### src/zvd_shape.sv
module zvd_shape #(
    parameter int WIDTH = 32
) (
    input  logic signed [WIDTH-1:0] x0,
    input  logic signed [WIDTH-1:0] x1,
    input  logic signed [WIDTH-1:0] x2,
    output logic signed [WIDTH-1:0] y
);

    localparam logic signed [WIDTH+1:0] TWO  = 2;
    localparam logic signed [WIDTH+1:0] FOUR = 4;

    logic signed [WIDTH+1:0] e0;
    logic signed [WIDTH+1:0] e1;
    logic signed [WIDTH+1:0] e2;
    logic signed [WIDTH+1:0] sum;

    // each term truncates toward zero
    assign e0  = {{2{x0[WIDTH-1]}}, x0};
    assign e1  = {{2{x1[WIDTH-1]}}, x1};
    assign e2  = {{2{x2[WIDTH-1]}}, x2};
    assign sum = (e0 / FOUR) + (e1 / TWO) + (e2 / FOUR);
    assign y   = sum[WIDTH-1:0];

endmodule

### config.mk
export PLATFORM = sky130hd
export DESIGN_NAME = zvd_shape
export DESIGN_NICKNAME = d
export VERILOG_FILES = /design/src/zvd_shape.sv
export SDC_FILE = /design/constraint.sdc
export NUM_CORES = 1
export LEC_CHECK = 0
export BUFFER_PORTS_ARGS = -buffer_cell sky130_fd_sc_hd__buf_2
export CORE_MARGIN = 2
export CORE_UTILIZATION = 50
export DETAILED_ROUTE_END_ITERATION = 7
export PLACE_DENSITY = 0.85
export SLEW_MARGIN = 25
export SYNTH_ARGS = -nofsm -noshare
export SYNTH_HDL_FRONTEND = slang
export SYNTH_SLANG_ARGS = --single-unit
### constraint.sdc
create_clock -name vclk -period 5.5
set_input_delay 0.825 -clock vclk [all_inputs]
set_output_delay 0.825 -clock vclk [all_outputs]
set_load 0.02 [all_outputs]
# After elaboration in Yosys (flattened, before gate mapping)
# Cells that the tools add are included.
[op_classes] n_addsub=5 bitwise=3 n_reduce_logical=2
[op_table] cell="$add A32 B1 Y32" n=3
[op_table] cell="$add A32 B32 Y32" n=2
[op_table] cell="$reduce_or A2 Y1" n=2
[op_table] cell="$and A1 B1 Y1" n=3
[totals] regBits=0 inputBits=96 out_inout_bits=32

# Logic depth before layout (Yosys ltp)
[logic_depth] ltp_word=5 mapped_depth=14 mapped_depth_nobuf=14

# Worst setup path before layout
# OpenSTA, ideal clock, no wires.
[synth_path] kind="in2out" start="input port x2[1]" end="output port y[16]" arrival_time_ns=4.074 slack_ns=0.601 path_stages=12 cell_sequence="o21ai_0 -> fa_1 -> inv_1 -> fa_1 -> ha_1 -> fa_1 -> a21oi_1 -> o22ai_1 -> o31ai_2 -> o21ai_0 -> a211o_1 -> xor2_1"
[synth_via] elab_chain_cells=4
[synth_rtl] item="from (decl)" line="6" text="input logic signed [WIDTH-1:0] x2,"
[synth_rtl] item="$reduce_or A2 Y1 (no source line)"
[synth_rtl] item="$and A1 B1 Y1 (no source line)"
[synth_rtl] item="$add A32 B1 Y32 (no source line)"
[synth_rtl] item="$add A32 B32 Y32" line="22" text="assign sum = (e0 / FOUR) + (e1 / TWO) + (e2 / FOUR);"
[synth_rtl] item="to (decl)" line="7" text="output logic signed [WIDTH-1:0] y"
# No other way between the ends.

# Worst setup path after layout
[layout_path] start="input port x2[1]" end="output port y[28]"
# The elaborated chain is that of the path after synthesis.

==> key figures <==
GRT
  • GRT Util Overall: 0.1955
  • First-pass GRT wire length: between 10,000 and 15,000 um
  • Total global routing overflow: 0
  • Initial antenna violation count: 0
  • Largest net degree at the start of global routing: 9
  • Number of global-route vias before repair: approximately 2,700

Critical path
  • Crit path max fanout: 4
  • Crit-path most repeated cell: fa_1
  • Startpoint types: primary input
  • Crit-path cells: buf_2, o21ai_1, fa_1, inv_1, fa_1, ha_1, fa_1, a21oi_1, o22ai_1, o31ai_2, o21ai_2, o21ai_2, o21ai_0, a31oi_1, xnor2_1, buf_2
  • Maximum single-stage delay on the critical path: between 0.4 and 0.5 ns
  • Worst Setup SP: x2[1]
  • Max stage delay cell, worst path: fa_1
  • Worst path required time: about 4.7 ns
  • Worst EP arrival: between 4 and 5 ns
  • Crit. End Element: output port
  • Crit path kind: in2out

Placement
  • Dpl cell area: around 3500 sq um
  • DP HPWL: around 5600 um
  • Port Buf Inserts: 128
  • GP Congestion: between 0.8 and 0.9
  • Pre-CTS setup slack: approximately 0.17 ns

Timing
  • Tcrit/Tclk final: 0.9474
  • Worst Tran Pin Value: about 0.42 ns
  • Final WS setup: 0.2894 ns
  • Final setup violation count: 0
  • Pins over their slew limit: 0
  • Hold_ws: 2.104 ns
  • Max-slew headroom: 0.7195
  • Highest clock rate: between 0.15 and 0.2 GHz
  • Final Hold Vio Count: 0
  • RSZ-0062 raised after global routing: no
  • Clock period minus worst slack: between 5 and 6 ns
  • Post-Route Setup TNS: 0 ns

Detailed routing
  • Antenna-violating nets left: 0
  • DR vias: about 2,700
  • DRC viols: 0
  • WL final: between 6000 and 7000 um
  • DRT Pass-1 Iters: 4
  • Iteration-0 DRC Markers: ~120
  • Drt via density: about 5
  • Wire per inst: between 10 and 15 um

Power and ir drop
  • Leakage: roughly 2.1 nW
  • Maximum vdd drop: 175.3 uV
  • Power Density: around 290 nW/um^2

CTS
  • Setup bufs post-CTS: 0
  • Hold Buf Count CTS: 0
  • # resized after CTS: 0

Die
  • Die Y: ~79 um
  • Die ar.: between 6000 and 7000 sq um
  • Initial Util: 0.5132
  • Core footprint: 5439 sq um
  • Die Wd: 78.72 um
  • # IOs: 128
  • Row Count: 27

Yosys
  • Compound-Gate Fraction of Synth Area: 0.1883
  • Xor and xnor area share after synthesis: 0.1004
  • Sequential cell area fraction in the yosys report: 0
  • Syn Inst Count: around 350
  • Main combinational cell family by area after synthesis: adder cells
  • Syn avg cell area: a little over 8 sq um
  • Post-synth cell types: 36
  • Warnings, synthesis: 0
  • Post-synthesis simple-gate area fraction: 0.08696
  • Syn nets: 537
  • Adder-Cell Fraction of Synth Area: 0.5101
  • Netlist Area Pre-Place: around 2800 sq um
  • Mux share of post-synthesis cell area: 0

Hold path
  • Worst min-delay path class: in2out
  • Worst hold start: x0[0]

Final layout
  • Post-route cell area: around 3500 sq um
  • # nets final: approximately 670
  • Reg area: 0 sq um
  • Clkbuf count: 0
  • Num sequential: 0
  • Share of cells above drive strength 1: 0.2827
  • Layout area overhead: 26.04%
  • Final Util: 0.6469
  • Antenna diodes: 0

Job
  • Max-cap viol count: 0

Outcome
  • Status: finished, final reports clean
## report_power, final
group,switching (mW),internal (mW),total [mW]
clock,0,0,0
combinational,0.620,0.402,1.02
sequential,0,0,0
total,0.620,0.402,1.02
## worst max-delay path, delay by kind of cell
family | cells | cell delay [ns]
adders and majority gates | 4 | 1.50
AOI/OAI and AO/OA | 8 | 1.55
buffers and inverters | 3 | 0.37
xor gates and xnor gates | 1 | 0.14
## cell families (layout without fill, tap and decap cells)
family                   after synthesis  after routing
AO/OA/AOI/OAI                         85             85
XOR/XNOR                              32             32
adder cells (fa/ha/maj)               94             94
buffers and inverters                 85            212
AND/OR/NAND/NOR                       51             51
## final cells by class
cell class | count | area [sq um]
inverter | 84 | 315.3
multi-input combinational | 262 | 2472
timing repair buffer | 128 | 640.6
fill | 468 | 1921
tap | 72 | 90.09
## layer usage
metal  wire [um]  vias to the layer above  GRT usage
li1            -                     1402          -
met1        2652                     1251     0.2480
met2        3149                       69     0.3838
met3         264                        0   0.009091
met4           0                        0   0.005263
met5           0                        -          0
## final timing paths
kind	slack, ns	cells past startpoint	to
max	0.29	16	y[28]
min	2.10	4	y[0]
## per-stage QoR
stage               std cells  total power [mW]
detailed placement        546             1.020
global placement          546             1.001
global route              546             1.128
finish                    546             1.023
floorplan                 347            0.7291
CTS                       546             1.027
## cell usage in the layout (no fill, tap or decap), types with 12 or more instances in the layout
cell type	Yosys	final
xor2_1	12	12
nor2_1	12	12
ha_1	61	61
nand2_1	20	20
xnor2_1	20	20
o21ai_0	20	19
fa_1	33	33
a21oi_1	30	30
buf_2	0	128
inv_1	84	84
## cell usage after synthesis
cell type | number | area [sq um]
nand3_1 | 4 | 20.02
a22o_1 | 1 | 8.760
a211o_1 | 1 | 8.760
a21oi_1 | 30 | 150.1
a32oi_1 | 1 | 8.760
and2b_2 | 1 | 8.760
clkbuf_1 | 1 | 3.750
a41oi_1 | 1 | 8.760
xor2_1 | 12 | 105.1
nand2_1 | 20 | 75.07
o21bai_1 | 5 | 37.54
o31ai_2 | 1 | 12.51
o21ai_1 | 1 | 5.000
and4_1 | 2 | 17.52
or4_1 | 1 | 7.510
and2_1 | 4 | 25.02
ha_1 | 61 | 763.2
a211oi_1 | 3 | 22.52
o21a_1 | 2 | 15.01
nor2_1 | 12 | 45.04
fa_1 | 33 | 660.6
o21ai_0 | 20 | 100.1
and3_1 | 1 | 6.260
nand2b_1 | 2 | 12.51
a22oi_1 | 1 | 7.510
nand4_1 | 3 | 18.77
nor2b_1 | 1 | 6.260
o22ai_1 | 1 | 6.260
a21oi_2 | 2 | 17.52
a31oi_1 | 2 | 12.51
o2111ai_1 | 1 | 8.760
xnor2_1 | 20 | 175.2
a311o_1 | 1 | 10.01
inv_1 | 84 | 315.3
o21ai_2 | 2 | 17.52
a21o_1 | 9 | 67.56
(Power assumes the default switching activity.)
